$ cat src/hw/rtl/mseu_pkg.sv
package mseu_pkg;

  localparam int NUM_CORES   = 8;
  localparam int NUM_SIGNALS = 16;

  localparam int CMD_W     = 3;
  localparam int SIGIDX_W  = 4;
  localparam int COREIDX_W = 3;
  localparam int STATUS_W  = 2;
  localparam int NOTIFY_W  = 8;
  localparam int FOUND_W   = 4;
  localparam int COUNT_W   = 5;
  localparam int CFG_W     = 5;

  localparam int CORE_W = (NUM_CORES > 1) ? $clog2(NUM_CORES) : 1;
  localparam int SIG_W  = (NUM_SIGNALS > 1) ? $clog2(NUM_SIGNALS) : 1;
  localparam int LIM_W  = ($clog2(NUM_SIGNALS + 1) > CFG_W) ? $clog2(NUM_SIGNALS + 1) : CFG_W;
  localparam int IDX_W  = (CORE_W > SIG_W) ? CORE_W : SIG_W;
  localparam int CMP_W  = ((IDX_W > LIM_W) ? IDX_W : LIM_W) + 2;

  localparam logic [CFG_W-1:0]   CFG_RESET = CFG_W'(16);
  localparam logic [COUNT_W-1:0] COUNT_MAX = '1;

  localparam logic [CMD_W-1:0] CMD_WAIT       = 3'd0;
  localparam logic [CMD_W-1:0] CMD_SIGNAL_ONE = 3'd1;
  localparam logic [CMD_W-1:0] CMD_SIGNAL_ALL = 3'd2;
  localparam logic [CMD_W-1:0] CMD_CHECK      = 3'd3;
  localparam logic [CMD_W-1:0] CMD_INIT       = 3'd4;

  localparam logic [STATUS_W-1:0] STS_OK      = 2'd0;
  localparam logic [STATUS_W-1:0] STS_GRANTED = 2'd1;
  localparam logic [STATUS_W-1:0] STS_NONE    = 2'd2;
  localparam logic [STATUS_W-1:0] STS_RANGE   = 2'd3;

  typedef enum logic [2:0] {
    SEQ_IDLE = 3'b001,
    SEQ_STEP = 3'b010,
    SEQ_POST = 3'b100
  } seq_state_t;

  typedef struct packed {
    logic [SIG_W-1:0]  row;
    logic [CORE_W-1:0] core;
    logic              wait_set;
    logic              wake;
    logic              pend_clr;
    logic              clear_row;
  } store_op_t;

  typedef struct packed {
    logic [STATUS_W-1:0] status;
    logic [NOTIFY_W-1:0] notify;
    logic [FOUND_W-1:0]  found;
    logic [COUNT_W-1:0]  left;
  } result_t;

endpackage

$ cat src/hw/rtl/mseu_store.sv
module mseu_store import mseu_pkg::*; (
  input  logic               clk,
  input  logic               rst_n,
  input  store_op_t          op,
  output logic               wait_bit,
  output logic               pend_bit,
  output logic [COUNT_W-1:0] count
);

  logic [NUM_CORES-1:0] waiting_r [NUM_SIGNALS];
  logic [NUM_CORES-1:0] pending_r [NUM_SIGNALS];
  logic [COUNT_W-1:0]   count_r   [NUM_CORES];

  assign wait_bit = waiting_r[op.row][op.core];
  assign pend_bit = pending_r[op.row][op.core];
  assign count    = count_r[op.core];

  always_ff @(posedge clk) begin
    if (!rst_n) begin
      for (int i = 0; i < NUM_SIGNALS; i++) begin
        waiting_r[i] <= '0;
        pending_r[i] <= '0;
      end
      for (int i = 0; i < NUM_CORES; i++) begin
        count_r[i] <= '0;
      end
    end else begin
      if (op.wait_set) begin
        waiting_r[op.row][op.core] <= 1'b1;
      end
      if (op.wake) begin
        waiting_r[op.row][op.core] <= 1'b0;
        pending_r[op.row][op.core] <= 1'b1;
        if (count_r[op.core] != COUNT_MAX) begin
          count_r[op.core] <= count_r[op.core] + COUNT_W'(1);
        end
      end
      if (op.pend_clr) begin
        pending_r[op.row][op.core] <= 1'b0;
        if (count_r[op.core] != '0) begin
          count_r[op.core] <= count_r[op.core] - COUNT_W'(1);
        end
      end
      if (op.clear_row) begin
        waiting_r[op.row] <= '0;
        pending_r[op.row] <= '0;
      end
    end
  end

endmodule

$ cat src/hw/rtl/mseu_seq.sv
module mseu_seq import mseu_pkg::*; (
  input  logic                 clk,
  input  logic                 rst_n,
  input  logic                 start,
  input  logic [CMD_W-1:0]     cmd_in,
  input  logic [SIGIDX_W-1:0]  sig_in,
  input  logic [COREIDX_W-1:0] core_in,
  input  logic [LIM_W-1:0]     limit,
  input  logic                 out_free,
  input  logic                 wait_bit,
  input  logic                 pend_bit,
  input  logic [COUNT_W-1:0]   count,
  output store_op_t            op,
  output logic                 busy,
  output logic                 done,
  output result_t              result
);

  seq_state_t          state_r, state_nxt;
  logic [CMD_W-1:0]    cmd_r;
  logic [SIG_W-1:0]    sig_r;
  logic [CORE_W-1:0]   core_r;
  logic                range_err_r;
  logic [IDX_W-1:0]    idx_r, idx_nxt;
  result_t             res_r, res_nxt;
  logic                sig_ok, core_ok, range_err;
  logic                last_core, last_sig;

  assign sig_ok  = CMP_W'(sig_in) < CMP_W'(limit);
  assign core_ok = CMP_W'(core_in) < CMP_W'(NUM_CORES);

  always_comb begin
    unique case (cmd_in)
      CMD_WAIT:                                 range_err = !sig_ok || !core_ok;
      CMD_SIGNAL_ONE, CMD_SIGNAL_ALL, CMD_INIT: range_err = !sig_ok;
      CMD_CHECK:                                range_err = !core_ok;
      default:                                  range_err = 1'b0;
    endcase
  end

  assign last_core = CMP_W'(idx_r) == CMP_W'(NUM_CORES - 1);
  assign last_sig  = (CMP_W'(idx_r) + CMP_W'(1)) >= CMP_W'(limit);

  assign busy   = state_r != SEQ_IDLE;
  assign done   = (state_r == SEQ_POST) && out_free;
  assign result = res_r;

  always_comb begin
    state_nxt    = state_r;
    idx_nxt      = idx_r;
    res_nxt      = res_r;
    op           = '0;
    op.row       = sig_r;
    op.core      = core_r;
    if (cmd_r == CMD_SIGNAL_ONE || cmd_r == CMD_SIGNAL_ALL) begin
      op.core = idx_r[CORE_W-1:0];
    end else if (cmd_r == CMD_CHECK) begin
      op.row = idx_r[SIG_W-1:0];
    end
    unique case (state_r)
      SEQ_IDLE: begin
        if (start) begin
          state_nxt = SEQ_STEP;
          idx_nxt   = '0;
          res_nxt   = '0;
        end
      end
      SEQ_STEP: begin
        state_nxt = SEQ_POST;
        if (range_err_r) begin
          res_nxt.status = STS_RANGE;
        end else begin
          unique case (cmd_r)
            CMD_WAIT: op.wait_set  = 1'b1;
            CMD_INIT: op.clear_row = 1'b1;
            CMD_SIGNAL_ONE, CMD_SIGNAL_ALL: begin
              if (wait_bit) begin
                op.wake        = 1'b1;
                res_nxt.notify = res_r.notify | (NOTIFY_W'(1) << idx_r);
                res_nxt.status = STS_GRANTED;
              end
              if (!((cmd_r == CMD_SIGNAL_ONE) && wait_bit) && !last_core) begin
                state_nxt = SEQ_STEP;
                idx_nxt   = idx_r + IDX_W'(1);
              end
            end
            CMD_CHECK: begin
              if (limit == '0) begin
                res_nxt.status = STS_NONE;
                res_nxt.left   = count;
              end else if (pend_bit) begin
                op.pend_clr    = 1'b1;
                res_nxt.status = STS_OK;
                res_nxt.found  = FOUND_W'(idx_r);
                res_nxt.left   = (count != '0) ? count - COUNT_W'(1) : '0;
              end else if (last_sig) begin
                res_nxt.status = STS_NONE;
                res_nxt.left   = count;
              end else begin
                state_nxt = SEQ_STEP;
                idx_nxt   = idx_r + IDX_W'(1);
              end
            end
            default: ;
          endcase
        end
      end
      SEQ_POST: begin
        if (out_free) begin
          state_nxt = SEQ_IDLE;
        end
      end
      default: state_nxt = SEQ_IDLE;
    endcase
  end

  always_ff @(posedge clk) begin
    if (!rst_n) begin
      state_r <= SEQ_IDLE;
    end else begin
      state_r <= state_nxt;
    end
  end

  always_ff @(posedge clk) begin
    idx_r <= idx_nxt;
    res_r <= res_nxt;
    if (state_r == SEQ_IDLE && start) begin
      cmd_r       <= cmd_in;
      sig_r       <= SIG_W'(sig_in);
      core_r      <= CORE_W'(core_in);
      range_err_r <= range_err;
    end
  end

endmodule

$ cat src/hw/rtl/multicore_signal_event_unit_core.sv
// Inter-core signal/broadcast unit: waiting and pending bits per signal and core,
// plus a pending count per core.
// Input channel (in_valid/in_stall) carries one command word: wait, signal one,
// signal all, check or init, with a signal index and a calling core index.
// Output channel (out_valid/out_stall) returns one result word per command:
// status, notify mask, found signal and the core's remaining pending count.
// cfg_wr_en/cfg_wr_data write the number of signals in use; write only when idle.
// One command is processed at a time by a sequencer driving a read/modify step on
// the bit tables (a whole-row clear for init), one core or one signal per cycle.
// Sequencer steps per command: 1 for wait, init, unused commands and range errors; for
// signal one, cores scanned up to the first waiter (all NUM_CORES if none); NUM_CORES
// for signal all; for check, signals scanned up to the first pending one, at least 1.
// The post state then hands the result to the output register; in_stall stays high
// until the sequencer is idle again, so a new word is taken only after the last is done.
// A result held by out_stall keeps the sequencer in its post state with in_stall
// high until the output register frees up.
// Reset clears all bit tables and counts and sets signals in use to 16.
module multicore_signal_event_unit_core import mseu_pkg::*; (
  input  logic                 clk,
  input  logic                 rst_n,
  input  logic                 in_valid,
  output logic                 in_stall,
  input  logic [CMD_W-1:0]     in_command,
  input  logic [SIGIDX_W-1:0]  in_signal_index,
  input  logic [COREIDX_W-1:0] in_core_index,
  output logic                 out_valid,
  input  logic                 out_stall,
  output logic [STATUS_W-1:0]  out_status,
  output logic [NOTIFY_W-1:0]  out_notify_mask,
  output logic [FOUND_W-1:0]   out_found_signal,
  output logic [COUNT_W-1:0]   out_pending_left,
  input  logic                 cfg_wr_en,
  input  logic [CFG_W-1:0]     cfg_wr_data
);

  logic [CFG_W-1:0] siu_r;
  logic [LIM_W-1:0] limit;
  logic             out_valid_r;
  result_t          out_r;
  logic             out_free;
  logic             busy, done, start;
  store_op_t        op;
  logic             wait_bit, pend_bit;
  logic [COUNT_W-1:0] count;
  result_t          result;

  assign limit    = (CMP_W'(siu_r) < CMP_W'(NUM_SIGNALS)) ? LIM_W'(siu_r) : LIM_W'(NUM_SIGNALS);
  assign out_free = !out_valid_r || !out_stall;
  assign in_stall = busy;
  assign start    = in_valid && !busy;

  always_ff @(posedge clk) begin
    if (!rst_n) begin
      siu_r <= CFG_RESET;
    end else if (cfg_wr_en) begin
      siu_r <= cfg_wr_data;
    end
  end

  mseu_seq u_seq (
    .clk      (clk),
    .rst_n    (rst_n),
    .start    (start),
    .cmd_in   (in_command),
    .sig_in   (in_signal_index),
    .core_in  (in_core_index),
    .limit    (limit),
    .out_free (out_free),
    .wait_bit (wait_bit),
    .pend_bit (pend_bit),
    .count    (count),
    .op       (op),
    .busy     (busy),
    .done     (done),
    .result   (result)
  );

  mseu_store u_store (
    .clk      (clk),
    .rst_n    (rst_n),
    .op       (op),
    .wait_bit (wait_bit),
    .pend_bit (pend_bit),
    .count    (count)
  );

  always_ff @(posedge clk) begin
    if (!rst_n) begin
      out_valid_r <= 1'b0;
    end else if (done) begin
      out_valid_r <= 1'b1;
    end else if (!out_stall) begin
      out_valid_r <= 1'b0;
    end
  end

  always_ff @(posedge clk) begin
    if (done) begin
      out_r <= result;
    end
  end

  assign out_valid        = out_valid_r;
  assign out_status       = out_r.status;
  assign out_notify_mask  = out_r.notify;
  assign out_found_signal = out_r.found;
  assign out_pending_left = out_r.left;

endmodule
$ cat config.mk
export PLATFORM = sky130hd
export DESIGN_NAME = multicore_signal_event_unit_core
export DESIGN_NICKNAME = d
export VERILOG_FILES = /design/src/hw/rtl/mseu_pkg.sv /design/src/hw/rtl/mseu_store.sv /design/src/hw/rtl/mseu_seq.sv /design/src/hw/rtl/multicore_signal_event_unit_core.sv
export SDC_FILE = /design/constraint.sdc
export NUM_CORES = 1
export LEC_CHECK = 0
export BUFFER_PORTS_ARGS = -buffer_cell sky130_fd_sc_hd__buf_2
export CORE_ASPECT_RATIO = 0.7
export CORE_MARGIN = 10
export CORE_UTILIZATION = 40
export DETAILED_ROUTE_END_ITERATION = 16
export PLACE_DENSITY = 0.65
export SETUP_SLACK_MARGIN = 0.1
export SYNTH_ARGS = -nofsm -noshare
export SYNTH_HDL_FRONTEND = slang
export SYNTH_SLANG_ARGS = --single-unit
$ cat constraint.sdc
create_clock -name clk -period 8.03 [get_ports clk]
set_input_delay 1.606 -clock clk [delete_from_list [all_inputs] [get_ports clk]]
set_output_delay 1.606 -clock clk [all_outputs]
set_load 0.005 [all_outputs]
* Yosys cells after proc, flatten, opt, wreduce, memory -nomap -nowiden
Memories as Yosys holds them, arrays and structs flattened. Index checks and enable logic that the tools add are counted.
Storage, ports and cells: bits in read-only memories 0, latch bits 0, bits of input ports 20, output and inout port bits 21, memories 3, bits in registers 62, memory bits (writable) 296
Memory list:
- u_store.pending_r | depth 16, bits a word 8, read ports 1, clocked after Yosys merged registers in 0, write ports 16, RTL line mseu_store.sv:11 | logic [NUM_CORES-1:0] pending_r [NUM_SIGNALS];
- u_store.waiting_r | depth 16, bits a word 8, read ports 1, clocked after Yosys merged registers in 0, write ports 16, RTL line mseu_store.sv:10 | logic [NUM_CORES-1:0] waiting_r [NUM_SIGNALS];
- u_store.count_r | depth 8, bits a word 5, read ports 1, clocked after Yosys merged registers in 0, write ports 8, RTL line mseu_store.sv:12 | logic [COUNT_W-1:0] count_r [NUM_CORES];
Operators by class: multiplexer cells 118, reduce and logical (&&, ||, !) cells 30, add/subtract/negate cells 4, bitwise logic cells 34, multipliers 0, shift-type cells 1, divide/modulo/power cells 0, magnitude comparators 5, equal/unequal tests 31
Operators by type and width (count):
- $mux 8 | 8
- $mux 1 | 63
- $mux 4 | 14
- $pmux 19 s2 | 1
- $mux 5 | 7
- $or 1x1->1 | 33
- $mux 3 | 9
- $mux 19 | 1
- $mux 17 | 1
- $pmux 4 s2 | 2
- $reduce_or 8->1 | 2
- $reduce_and 5->1 | 3
- $eq 3x2->1 const B | 4
- $ne 4x2->1 const B | 3
- $mux 10 | 1
- $ne 2x1->1 const B | 5
- $eq 3x1->1 const B | 3
- $eq 3x3->1 const B | 3
- $mux 9 | 1
- $ne 3x3->1 const B | 3
- $pmux 3 s3 | 1
- $mux 2 | 4
- $ne 2x2->1 const B | 4
- $or 8x8->8 | 1
- 32 further kinds | 46

* Depth between registers and ports, before layout
An unclocked memory read counts as a cell.
word-level depth 18, mapped depth 19

* Cells and area by module
From an unflattened synthesis, not the netlist that was laid out.
Unflattened totals: cells, all modules 1583, area, all modules 18052.3 µm²
By module, submodules not included:
- mseu_store | seq. area each 8888.5 µm², cells an instance 1348, times used 1, area each 15184.6 µm²
- mseu_seq | seq. area each 1081.0 µm², cells an instance 191, times used 1, area each 2040.7 µm²
- multicore_signal_event_unit_core | seq. area each 690.7 µm², cells an instance 44, times used 1, area each 827.0 µm²

* Worst setup path after synthesis
OpenSTA, ideal clock, no wires.
path type reg-to-reg, start point register u_seq.idx_r[0], end point memory u_store.count_r[0][0], enable pin, slack 3910 ps, setup time 374 ps, arrival time 3746 ps, data required time 7656 ps, stages on the path, launching flop included 17, period minus slack after synthesis 4120 ps, path through edfxtp_1 > buf_2 > inv_1 > nor3_1 > a21o_1 > buf_2 > buf_1 > nor3_1 > o21a_1 > nor4b_1 > inv_1 > ha_1 > and4_1 > nor3_2 > a31oi_1 > buf_2 > o21ai_0
RTL lines:
- from (decl) | RTL line mseu_seq.sv:24 | logic [IDX_W-1:0] idx_r, idx_nxt;
- from (signal assigned) | RTL line mseu_seq.sv:126 | idx_r <= idx_nxt;
- to (decl) | RTL line mseu_store.sv:12

==> out/results.ini <==
[route]
drc_errors = 0
firstDrtPassIters = 6
wirelength_um = 75800
wl_per_cell_um = 29.2
routed_via_density = 6.76
vias = 17600
drt_iter0_drc = 3356
antenna_left = 0

[setup_path]
critical_path_buf_inv_count = 3
critPathCaptureType = register
cp_max_fo = 42
r2r_cells = 11
slowest_delay_ns = 1.20
cp.depth = 11
worst_r2r_endpoint = u_store.count_r[6][1]
path_delay_family = compound AO/OA/AOI/OAI gates
criticalPathCategory = register to register
slowest_stage = a2111oi_0
path_common_cell = buf_4
cp.required_ns = 8.19
r2r_slack_ns = 1.31
reg2reg_from = u_seq.idx_r[0]
startpoint_type = register
startpoint = u_seq.idx_r[0]
crit_end = u_store.count_r[6][1]
crit_arrival_ns = 6.88
crit_chain = buf_4 > inv_1 > nor3_1 > a21oi_2 > buf_4 > and2_1 > a2111oi_0 > and4_1 > nor3_2 > a31oi_4 > o21ai_0

[clocking]
path_clk_slew_ns = 0.06
cts_setup_buffers = 0
ctsRootBufferMaster = clkbuf_16
clk_latency_ns = 0.55
clk_path_buf_depth = 3
cts_resized = 0
tritoncts = built
ctsHoldBuffers = 0
h-tree-depth = 2
cts_buffers = 38
cts_num_sinks = 358

[sta]
fin_crit_ns = 6.72
finalCritPeriodShare = 0.837
setup_viol = 0
rsz0062_at_grt = false
setup_tns_ns = 0
fin_skew_ns = 0.0146
slew_headroom = 0.0671
worst-slew-pin-transition_ns = 1.36
drv_slew = 0
hold_violations = 0
max_clock_freq_mhz = 149

[place]
io_buffers = 40
gp_congestion = 0.954
hpwl_um = 49700

[yosys]
synthFlopType = edfxtp_1
yosysWarnings = 0
async_flop_share = 0
synth_seq_cells = 358
postSynthCellCount = 1972
yosys.area.top_type = edfxtp_1
syn-num-nets = 2009
synth_most_common_cell = edfxtp_1
synth_cell_type_count = 88
ys_seq_area_frac = 0.513
synth_edf_count = 349
yosys-top-cells-area = edfxtp_1 (50%), o31ai_1 (7.6%), nor2_1 (6.1%), mux2i_1 (4.2%), o31ai_2 (3.1%)
synth_commonest_cells = edfxtp_1 (349), nor2_1 (338), o31ai_1 (209)
syn-cell-area_um2 = 20800
yosysTopAreaCellShare = 0.504
syn_avg_cell_area_um2 = 10.5

[floorplanning]
dieHeight_um = 211
die-width_um = 292
io_pins = 41
num_rows = 69
core-area_um2 = 51000
dieArea_um2 = 61600
start_util = 0.407

[finish]
fillers = 4722
drive_gt1_frac = 0.139
num_antenna_cells = 0
nets = 1938
syn_to_final_growth_pct = 8.35

[grt]
antenna_found_initial = 0
grt_max_degree = 77
grt_pass1_wl_um = 111000
grt_pass1_vias = 16400
grt_usage = 0.237
grt_overflow_total = 0

[status]
outcome = complete, no violations

[pwr]
p_leak_uw = 0.00750
p_total_uw = 5210
p_per_area_nw_per_um2 = 232
irDropWorstVdd_mv = 0.148

[hold_path]
hold_path.class = register to register
min-delay-start = u_seq.result[2]

[job]
drv_cap = 0

-- power by group --
part | switching (µW) | total [µW] | internal [µW]
logic | 944 | 1270 | 322
clock network | 788 | 1760 | 975
registers | 53.3 | 2180 | 2130
-- flip-flops by register name (all words and copies together) (netlist names) --
| name | cells |
|---|---|
| u_store.pending_r | 128 |
| u_store.waiting_r | 128 |
| u_store.count_r | 40 |
| u_seq.result | 19 |
| out_notify_mask | 8 |
| out_pending_left | 5 |
| siu_r | 5 |
| out_found_signal | 4 |
| u_seq.idx_r | 4 |
| u_seq.sig_r | 4 |
| u_seq.cmd_r | 3 |
| u_seq.core_r | 3 |
| u_seq.state_r | 3 |
| out_status | 2 |
| out_valid | 1 |
| u_seq.range_err_r | 1 |
-- cell families (layout without fill, tap and decap cells) --
family                   count (synthesis)  count (layout)  share of synthesized area
multiplexers                           118             118                     0.0643
flip-flops                             358             358                      0.513
XOR/XNOR                                 4               4                    0.00205
buffers and inverters                  228             183                     0.0534
AO/OA/AOI/OAI                          552             552                      0.209
adder cells (fa/ha/maj)                 19              19                     0.0113
AND/OR/NAND/NOR                        693             693                      0.147
-- metrics by stage --
stage / std cells / instance area (µm²) / utilization / hold slack, ns / setup slack, ns
after floorplan: 1972 / 20800 / - / 0.400 / 3.91
after global placement: 2535 / 21300 / 0.418 / 0.408 / 1.83
after detailed placement: 2535 / 21300 / 0.418 / 0.405 / 1.72
after CTS: 2601 / 22500 / 0.441 / 0.421 / 1.67
after global routing: 2601 / 22500 / 0.441 / 0.426 / 1.24
final: 2601 / 22500 / 0.441 / 0.420 / 1.31
-- worst min path at each step --
stage	slack (ns)	endpoint	cells past startpoint
after floorplan	0.40	out_found_signal[0]	0
after global placement	0.41	out_pending_left[0]	0
after detailed placement	0.41	out_pending_left[2]	0
after CTS	0.42	out_pending_left[2]	0
after global routing	0.43	out_pending_left[0]	0
final	0.42	out_pending_left[2]	0
-- routing by layer --
| layer | GRT usage | part of all wire | vias to the layer above |
|---|---|---|---|
| met4 | 0.0690 | 0.029 | 0 |
| met2 | 0.323 | 0.40 | 1428 |
| li1 | - | - | 7357 |
| met3 | 0.0856 | 0.17 | 193 |
| met5 | 0 | 0 | - |
| met1 | 0.344 | 0.41 | 8597 |
-- placed cells by master (no fill, tap or decap), types with 10 or more instances in the layout --
| master | count |
|---|---|
| edfxtp_1 | 349 |
| nor2_1 | 338 |
| o31ai_1 | 209 |
| nand2_1 | 166 |
| mux2i_1 | 88 |
| buf_4 | 59 |
| nor3_1 | 51 |
| o31ai_2 | 51 |
| a21oi_1 | 50 |
| a211oi_1 | 44 |
| clkbuf_16 | 41 |
| buf_2 | 40 |
| o21ai_0 | 31 |
| nand3_1 | 26 |
| nor2b_1 | 23 |
| o211a_1 | 22 |
| nand4_1 | 19 |
| mux2_2 | 18 |
| o21a_1 | 18 |
| ha_1 | 17 |
| inv_1 | 16 |
| a31oi_1 | 14 |
| and2_1 | 13 |
| a22oi_1 | 13 |
| and3_1 | 11 |
| o22ai_1 | 11 |
| mux4_2 | 10 |
| clkinv_2 | 10 |
-- layout make-up --
cell class	count	area, µm²	share of cell area
Clock buffer	46	1060	0.0473
Clock inverter	20	129	0.00573
Inverter	16	60.1	0.00267
Multi-Input combinational cell	1386	9070	0.403
Sequential cell	358	10700	0.474
Tap cell	674	843	0.0375
Timing Repair Buffer	101	683	0.0304
Power figures use the tool's default switching activity.
